==> src/rtl/lia_pkg.sv <==
`default_nettype none
// ----------------------------------------------------------------------------
// lia_pkg
// Types and constants shared by the LIFO ID allocator: request and
// response records, action and status codes, field widths.
// ----------------------------------------------------------------------------
package lia_pkg;

  localparam int ID_W    = 8;
  localparam int ID_SPAN = 256;
  localparam int CNT_W   = 9;

  typedef enum logic [1:0] {
    ACT_ALLOC   = 2'd0,
    ACT_RELEASE = 2'd1,
    ACT_TEST    = 2'd2,
    ACT_CLEAR   = 2'd3
  } action_t;

  typedef enum logic [1:0] {
    ST_OK       = 2'd0,
    ST_NOT_USED = 2'd1,
    ST_RANGE    = 2'd2,
    ST_FULL     = 2'd3
  } status_t;

  typedef struct packed {
    action_t           action;
    logic [ID_W-1:0]   id;
  } req_t;

  typedef struct packed {
    logic [ID_W-1:0]   result_id;
    status_t           status;
    logic              in_use;
    logic [CNT_W-1:0]  issued_count;
    logic [CNT_W-1:0]  free_count;
    logic [CNT_W-1:0]  used_count;
  } rsp_t;

endpackage
`default_nettype wire

==> src/rtl/lifo_id_allocator_top.sv <==
`default_nettype none
// ----------------------------------------------------------------------------
// lifo_id_allocator_top
// Hands out IDs: reuses the most recently released ID from a LIFO free
// stack, else issues a new ID at the high-water mark. Alloc, release and
// clear requests maintain a used bitmap and the stack; test reads a bit.
//
//   channel  | direction | handshake              | payload
//   ---------+-----------+------------------------+-------------------
//   request  | in        | req_valid / req_ready  | req_data (req_t)
//   response | out       | rsp_valid / rsp_ready  | rsp_data (rsp_t)
//
// Each request first reads the stack top and the used bit from the RAMs,
// then updates and writes back. The RAM read is registered, so a new
// request is not accepted while the previous one is in its execute step.
// A response waits in the output register; the next request is accepted
// meanwhile and its execute step holds until the register frees up.
// Reset needs no clearing pass: a used bit below the high-water mark is
// always written at allocation before it is read.
// ----------------------------------------------------------------------------
module lifo_id_allocator_top #(
  parameter int MAX_IDS = 256
) (
  input  logic         clk,
  input  logic         rst,
  input  logic         req_valid,
  output logic         req_ready,
  input  lia_pkg::req_t req_data,
  output logic         rsp_valid,
  input  logic         rsp_ready,
  output lia_pkg::rsp_t rsp_data
);

  import lia_pkg::*;

  localparam int PW = $clog2(MAX_IDS + 1);
  localparam int SA = $clog2(MAX_IDS);
  localparam int UW = (MAX_IDS < ID_SPAN) ? MAX_IDS : ID_SPAN;
  localparam int UA = $clog2(UW);
  localparam int CW = (PW > ID_W) ? PW : ID_W;

  typedef enum logic {S_IDLE, S_EXEC} state_t;

  state_t          state;
  req_t            req_q;
  logic [PW-1:0]   hw, hw_next;
  logic [PW-1:0]   depth, depth_next;
  rsp_t            res;

  logic            accept, stall, go;
  logic [ID_W-1:0] stk_rdata;
  logic            used_rdata;
  logic            used_we, used_wdata;
  logic [UA-1:0]   used_waddr;
  logic            stk_we;
  logic [SA-1:0]   stk_waddr;
  logic            in_range;

  assign req_ready = (state == S_IDLE);
  assign accept    = req_valid && req_ready;
  assign stall     = rsp_valid && !rsp_ready;
  assign go        = (state == S_EXEC) && !stall;
  assign in_range  = CW'(req_q.id) < CW'(hw);

  lia_ram #(.DEPTH(MAX_IDS), .WIDTH(ID_W)) u_stack (
    .clk     (clk),
    .rd_en   (accept),
    .rd_addr (SA'(depth - PW'(1))),
    .rd_data (stk_rdata),
    .wr_en   (stk_we),
    .wr_addr (stk_waddr),
    .wr_data (req_q.id)
  );

  lia_ram #(.DEPTH(UW), .WIDTH(1)) u_used (
    .clk     (clk),
    .rd_en   (accept),
    .rd_addr (req_data.id[UA-1:0]),
    .rd_data (used_rdata),
    .wr_en   (used_we),
    .wr_addr (used_waddr),
    .wr_data (used_wdata)
  );

  always_comb begin
    hw_next    = hw;
    depth_next = depth;
    res        = '0;
    used_we    = 1'b0;
    used_waddr = req_q.id[UA-1:0];
    used_wdata = 1'b0;
    stk_we     = 1'b0;
    stk_waddr  = depth[SA-1:0];
    case (req_q.action)
      ACT_ALLOC: begin
        if (depth != '0) begin
          // pop the most recently released ID
          depth_next    = depth - PW'(1);
          res.result_id = stk_rdata;
          used_we       = go;
          used_waddr    = stk_rdata[UA-1:0];
          used_wdata    = 1'b1;
        end else if (CW'(hw) < CW'(MAX_IDS)) begin
          hw_next       = hw + PW'(1);
          res.result_id = ID_W'(hw);
          used_we       = go && (CW'(hw) < CW'(UW));
          used_waddr    = hw[UA-1:0];
          used_wdata    = 1'b1;
        end else begin
          res.status = ST_FULL;
        end
      end
      ACT_RELEASE: begin
        res.result_id = req_q.id;
        if (!in_range) begin
          res.status = ST_RANGE;
        end else if (!used_rdata) begin
          res.status = ST_NOT_USED;
        end else if (CW'(depth) < CW'(MAX_IDS)) begin
          used_we    = go;
          stk_we     = go;
          depth_next = depth + PW'(1);
        end
      end
      ACT_TEST: begin
        res.result_id = req_q.id;
        if (!in_range) begin
          res.status = ST_RANGE;
        end else begin
          res.in_use = used_rdata;
        end
      end
      default: begin
        hw_next    = '0;
        depth_next = '0;
      end
    endcase
    res.issued_count = CNT_W'(hw_next);
    res.free_count   = CNT_W'(depth_next);
    res.used_count   = CNT_W'(hw_next - depth_next);
  end

  always_ff @(posedge clk) begin
    if (rst) begin
      state     <= S_IDLE;
      rsp_valid <= 1'b0;
      hw        <= '0;
      depth     <= '0;
    end else begin
      if (go) begin
        rsp_valid <= 1'b1;
      end else if (rsp_ready) begin
        rsp_valid <= 1'b0;
      end
      case (state)
        S_IDLE: begin
          if (accept) begin
            req_q <= req_data;
            state <= S_EXEC;
          end
        end
        S_EXEC: begin
          // hold until the output register can take the response
          if (!stall) begin
            rsp_data  <= res;
            hw        <= hw_next;
            depth     <= depth_next;
            state     <= S_IDLE;
          end
        end
        default: begin
          state <= S_IDLE;
        end
      endcase
    end
  end

  a_depth_le_hw: assert property (@(posedge clk) disable iff (rst)
    depth <= hw)
    else $error("free stack deeper than issued IDs");

  a_full_no_free: assert property (@(posedge clk) disable iff (rst)
    (rsp_valid && rsp_data.status == ST_FULL) |->
      (rsp_data.free_count == '0 && rsp_data.in_use == 1'b0))
    else $error("full response with free IDs on the stack");

  a_in_use_ok: assert property (@(posedge clk) disable iff (rst)
    (rsp_valid && rsp_data.in_use) |-> (rsp_data.status == ST_OK))
    else $error("in_use set on a failed request");

  a_exec_issue: assert property (@(posedge clk) disable iff (rst)
    (go && req_q.action == ACT_CLEAR) |=> (hw == '0 && depth == '0))
    else $error("clear did not empty the allocator");

endmodule
`default_nettype wire

==> src/rtl/lia_ram.sv <==
`default_nettype none
// ----------------------------------------------------------------------------
// lia_ram
// Single-clock RAM, one write port and one read port with registered
// read data. Read data holds while rd_en is low.
// ----------------------------------------------------------------------------
module lia_ram #(
  parameter int DEPTH = 256,
  parameter int WIDTH = 8,
  localparam int AW = (DEPTH > 1) ? $clog2(DEPTH) : 1
) (
  input  logic             clk,
  input  logic             rd_en,
  input  logic [AW-1:0]    rd_addr,
  output logic [WIDTH-1:0] rd_data,
  input  logic             wr_en,
  input  logic [AW-1:0]    wr_addr,
  input  logic [WIDTH-1:0] wr_data
);

  logic [WIDTH-1:0] mem [DEPTH];

  always_ff @(posedge clk) begin
    if (wr_en) begin
      mem[wr_addr] <= wr_data;
    end
  end

  always_ff @(posedge clk) begin
    if (rd_en) begin
      rd_data <= mem[rd_addr];
    end
  end

endmodule
`default_nettype wire
==> config.mk <==
export PLATFORM = sky130hd
export DESIGN_NAME = lifo_id_allocator_top
export DESIGN_NICKNAME = d
export VERILOG_FILES = /design/src/rtl/lia_pkg.sv /design/src/rtl/lifo_id_allocator_top.sv /design/src/rtl/lia_ram.sv
export SDC_FILE = /design/constraint.sdc
export NUM_CORES = 2
export LEC_CHECK = 0
export BUFFER_PORTS_ARGS = -buffer_cell sky130_fd_sc_hd__buf_4
export CELL_PAD_IN_SITES_DETAIL_PLACEMENT = 0
export CELL_PAD_IN_SITES_GLOBAL_PLACEMENT = 1
export CORE_ASPECT_RATIO = 0.7
export CORE_UTILIZATION = 58
export CTS_BUF_LIST = sky130_fd_sc_hd__clkbuf_2
export CTS_CLUSTER_DIAMETER = 40
export DETAILED_ROUTE_END_ITERATION = 10
export PLACE_DENSITY_LB_ADDON = 0.1
export SYNTH_ARGS = -nofsm -noshare
export SYNTH_HDL_FRONTEND = slang
export SYNTH_HIERARCHICAL = 1
export SYNTH_SLANG_ARGS = --single-unit
export TNS_END_PERCENT = 100
==> constraint.sdc <==
create_clock -name clk -period 8.5 [get_ports clk]
set_input_delay 0.425 -clock clk [delete_from_list [all_inputs] [get_ports clk]]
set_output_delay 0.425 -clock clk [all_outputs]
set_load 0.005 [all_outputs]
Word level (Yosys, flattened, before mapping)
Memory sizes are Yosys's and may differ from the RTL's. A register that Yosys moved wholly into a read port is not among the register bits.
Cells that the tools add are included.
{"block": "classes", "n_addsub": 4, "magnitude_cmp": 3, "n_eq_ne": 2, "mux": 38, "bitwise": 3, "reduce_logical": 14}
{"op": "two-way mux 9 bit", "count": 6}
{"op": "two-way mux 8 bit", "count": 5}
{"op": "case mux 10 bit (3 select lines)", "count": 1}
{"op": "case mux 9 bit (3 select lines)", "count": 1}
{"op": "adder 9 x 1 -> 9 bit (second input constant)", "count": 2}
{"op": "less-than comparator 9 bit (second input constant)", "count": 2}
{"op": "two-way mux 1 bit", "count": 18}
{"op": "case mux 9 bit (2 select lines)", "count": 1}
{"op": "less-than comparator 8 x 9 -> 1 bit", "count": 1}
{"op": "nonzero test 9 bit", "count": 1}
{"op": "subtractor 9 x 1 -> 9 bit (second input constant)", "count": 1}
{"op": "subtractor 9 bit", "count": 1}
{"op": "two-way mux 2 bit", "count": 4}
{"op": "AND reduction 3 bit", "count": 2}
{"op": "logical AND 1 bit", "count": 4}
{"op": "case mux 1 bit (2 select lines)", "count": 2}
{"op": "AND reduction 2 bit", "count": 2}
{"op": "NOT 1 bit", "count": 3}
{"op": "== test 2 x 1 -> 1 bit (second input constant)", "count": 1}
{"op": "== test 2 bit (second input constant)", "count": 1}
{"op": "logical NOT 1 bit", "count": 2}
{"op": "logical NOT 2 bit", "count": 1}
{"op": "nonzero test 2 bit", "count": 1}
{"op": "OR reduction 2 bit", "count": 1}
{"block": "word_totals", "reg_bits": 68, "ram_bits": 2304, "inputBits": 14, "out_inout_bits": 40, "n_memories": 2}
{"memory": "u_stack.mem", "depth": 256, "width": 8, "rd": 1, "rd_clocked_by_memory_dff": 1, "write_ports": 1, "line": "lia_ram.sv:21", "source": "logic [WIDTH-1:0] mem [DEPTH];"}
{"memory": "u_used.mem", "depth": 256, "width": 1, "rd": 1, "rd_clocked_by_memory_dff": 1, "write_ports": 1, "line": "lia_ram.sv:21"}

Depth between registers and ports, before layout
{"block": "logic_depth", "depth_word": 10, "depth_mapped": 19, "mapped_depth_nobuf": 17}

Cells and area by module
The synthesis kept the hierarchy.
{"mod": "lia_ram (u_stack)", "instances": 1, "cells_each": 3733, "area_each_um2": 79636.4}
{"mod": "lia_ram (u_used)", "instances": 1, "cells_each": 788, "area_each_um2": 11138.2}
{"mod": "lifo_id_allocator_top", "instances": 1, "cells_each": 483, "area_each_um2": 4361.7}

Worst setup path before layout
Ideal clock, no wire load.
{"block": "synth_timing", "kind": "register -> register", "from": "register req_q[6] (netlist name)", "to": "register rsp_data[8] (netlist name), data pin", "arrival_time_ns": 6.701, "t_required_ns": 8.232, "slack_ns": 1.531, "stages_incl_launch_ff": 15, "period_less_slack_ns": 6.969, "cell_sequence": "edfxtp_1 ha_1 a211oi_1 o32a_1 o31a_1 nand3_1 or3b_2 a31o_2 ha_1 a21o_1 a21oi_1 nor2b_1 o21a_1 o41ai_1 xnor2_1"}
{"element": "from (decl)", "line": "lifo_id_allocator_top.sv:45", "source": "req_t req_q;"}
{"element": "from (signal assigned)", "line": "lifo_id_allocator_top.sv:158", "source": "req_q <= req_data;"}
{"element": "to (signal assigned)", "line": "lifo_id_allocator_top.sv:165", "source": "rsp_data <= res;"}
{"element": "to (decl)", "line": "lifo_id_allocator_top.sv:31", "source": "output lia_pkg::rsp_t rsp_data"}

Worst setup path after layout
{"block": "layout_timing", "from": "register depth[0]", "to": "register u_stack.rd_data[4] (read register of u_stack.mem), data pin"}
{"block": "layout_via", "elab_chain_len": 1}
{"element": "from (decl)", "line": "lifo_id_allocator_top.sv:47", "source": "logic [PW-1:0] depth, depth_next;"}
{"element": "from (signal assigned)", "line": "lifo_id_allocator_top.sv:167", "source": "depth <= depth_next;"}
{"element": "subtractor 9 x 1 -> 9 bit"}
{"element": "to (decl)", "line": "lia_ram.sv:15", "source": "output logic [WIDTH-1:0] rd_data,"}
No other way between the ends.
A chain may end at the register's enable or synchronous reset.

==> impl_metrics.py <==
metrics = {
    "status": {
        "status": "complete, no violations",
    },
    "grt": {
        "grt_max_degree": 196,
        "grt_pass1_wl_mm": 353.2,
        "grt_pass1_vias": 50460,
        "grt_usage_pct": 29.80,
        "overflow": 0,
        "antenna_found_initial": 7,
    },
    "placement": {
        "dp_hpwl_mm": 144.4,
        "place_area_mm2": 0.09750,
        "io_buffers": 53,
        "globalplace.congestion": 0.8697,
    },
    "sta": {
        "period_minus_slack_ns": 5.874,
        "rsz0062_at_grt": "no",
        "skew_ns": 0.1077,
        "tightest_slew_ns": 1.288,
        "fin_crit_sh_pct": 69.10,
        "maxSlewViolCount": 0,
        "report.final.setup_viol": 0,
        "fmax_mhz": 170.2,
        "slew_headroom_pct": 14.13,
        "tns_ns": 0,
        "hold_viol": 0,
    },
    "clocking": {
        "cts_buffer_depth": 4,
        "clk_pin_slew_worst_paths_ns": 0.13,
        "cts_setup_buffers": 0,
        "cts_tree": "built",
        "h-tree-depth": 6,
        "cts-root-buf": "clkbuf_2",
        "ctsResizeCount": 0,
        "cts_num_sinks": 2381,
        "clock_latency_ns": 1.79,
        "cts_inserted_buffers": 563,
    },
    "yosys": {
        "yosysSeqAreaShare_pct": 74.94,
        "syn_area_mm2": 0.09514,
        "ys.flop_type": "edfxtp_1",
        "syn_nets": 5042,
        "syn_inst": 5004,
        "async_flop_share_pct": 0,
        "synth.most_common_cell": "edfxtp_1",
        "synth_area_leaders": "edfxtp_1 (75%), mux4_2 (12%), nor2_1 (2.4%)",
        "synth_edf_count": 2361,
        "yosys.area.top_type": "edfxtp_1",
        "avgSynthCellArea_um2": 19.01,
        "yosys_warnings": 6,
        "synthDistinctLibCells": 86,
        "yosys-top-cells-count": "edfxtp_1 (2361), nor2_1 (597), mux4_2 (496), mux2i_1 (189), clkbuf_1 (173)",
        "ys_ff_latch": 2381,
        "synth_top_area_share_pct": 74.52,
    },
    "finish": {
        "area_growth_pct": 8.109,
        "final_net_count": 5479,
        "drive_above_1_share_pct": 26.83,
        "fin_area_mm2": 0.1029,
    },
    "die": {
        "fp.coreArea_mm2": 0.1617,
        "die_w_um": 486.1,
        "ios": 54,
        "initial_utilization_pct": 58.82,
        "fp.dieArea_mm2": 0.1657,
        "die_h_um": 340.9,
        "rows": 123,
    },
    "drt": {
        "drt-initial-drc-count": 6875,
        "ant_nets": 0,
        "wire_per_inst_um": 30.51,
        "vias": 52070,
        "dr.pass1.iters": 8,
        "routed_wl_mm": 244.2,
        "drc_errors": 0,
        "via_per_inst": 6.505,
    },
    "critical_path": {
        "cp.arrival_ns": 7.30,
        "required_ns": 9.93,
        "worstPathMaxFanout": 62,
        "critPathCaptureType": "flip-flop",
        "start_kind": "flip-flop",
        "path_class": "reg -> reg",
    },
    "job": {
        "cap_violations": 0,
    },
    "pwr": {
        "p_per_area_mw_per_mm2": 206.6,
        "ir_drop_uv": 143.0,
        "p_leak_nw": 34.01,
    },
    "worst_hold_path": {
        "min_path_type": "in -> reg",
    },
}
per-layer routing:
layer / global-route usage [%] / wire length (µm) / part of all wire (%)
met1: 48.52 / 106400 / 44
met4: 7.438 / 3882 / 1.6
met2: 39.99 / 104100 / 43
met5: 0 / 0 / 0
met3: 7.939 / 29840 / 12
layout make-up:
class	count	area, µm²
antenna	9	22.52
fill	11520	58900
tap	2187	2736
inverter	35	151.4
sequential	2381	71300
timing repair buffer	194	1687
multi-input combinational	2266	21990
clock inverter	127	939.7
clock buffer	805	4029
final timing paths:
| check | startpoint | to | slack [ns] | depth (start not counted) |
|---|---|---|---|---|
| setup reg to reg | depth[0]$_SDFFE_PP0P_ | u_stack/rd_data[4]$_DFFE_PP_ | 2.63 | 11 |
| setup / recovery | depth[0]$_SDFFE_PP0P_ | u_stack/rd_data[4]$_DFFE_PP_ | 2.63 | 11 |
| hold / removal | req_data[7] | req_q[7]$_DFFE_PP_ | 0.27 | 3 |
| hold reg to reg | hw[5]$_SDFFE_PP0P_ | hw[5]$_SDFFE_PP0P_ | 0.56 | 1 |
report_power, final:
group / leakage [nW] / switching, W / internal, W
sequential: 21.4 / 0.0000216 / 0.0129
combinational: 8.79 / 0.000682 / 0.000294
clock: 3.78 / 0.00439 / 0.00299
total: 34.0 / 0.00510 / 0.0162
sequential cells by signal, summed over array words and instances (netlist names):
name,flops
u_used/mem,256
hw,9
u_stack/rd_data,8
req_q,10
u_stack/mem,2048
depth,9
state,1
u_used/rd_data,1
rsp_data,38
rsp_valid,1
metrics by stage:
| stage | setup slack (ns) | utilization (%) | std cells | hold slack [ns] | total power, W |
|---|---|---|---|---|---|
| finish | 2.626 | 63.59 | 8004 | 0.2665 | 0.02125 |
| detailed placement | 2.703 | 60.28 | 7028 | 0.5218 | 0.01410 |
| floorplan | 1.531 | - | 5004 | 0.5000 | 0.01374 |
| global placement | 2.019 | 60.21 | 7020 | 0.5280 | 0.01409 |
| global route | 2.480 | 63.58 | 8002 | 0.1131 | 0.02203 |
| CTS | 2.604 | 63.57 | 7995 | 0.02106 | 0.02142 |
cells in the final DEF, fill, tap and decap left out, drive strengths merged, types with 49 or more instances in the layout:
cell type     n
o22ai        57
a21oi       135
clkbuf      805
o221ai       49
nand2       118
a22oi       144
nand3        60
clkinv       97
mux4        498
nor2        597
mux2i       189
buf         159
edfxtp     2361
what timing repair did:
| action | 4_1_cts | 5_1_grt |
|---|---|---|
| endpoints found under the hold margin | 88 | 0 |
| setup endpoints to repair | 0 | 0 |
| hold buffers | 35 | 0 |
critical path, cell delays in order, from the launching register on:
cell and delay, ns:
dfxtp_1 0.53, inv_8 0.60, ha_1 0.38, or4b_4 0.61, nor2_1 0.33, xor2_1 0.11, buf_4 0.24, nor2b_1 0.69
nor2b_1 0.69, a21oi_1 0.22, nor3_1 0.93, nor4_1 0.15
cells by family (layout without fill, tap and decap cells):
logic type | Yosys count | after routing | share of synthesized area [%]
DFF | 2381 | 2381 | 74.94
and+or+nand+nor | 979 | 979 | 4.565
muxes | 691 | 691 | 13.83
AOI/OAI and AO/OA | 558 | 558 | 4.090
buffers and inverters | 357 | 1161 | 2.116
adders and majority gates | 24 | 24 | 0.3235
xor gates and xnor gates | 14 | 14 | 0.1289
other | 0 | 9 | 0
Power figures use the tool's default switching activity.
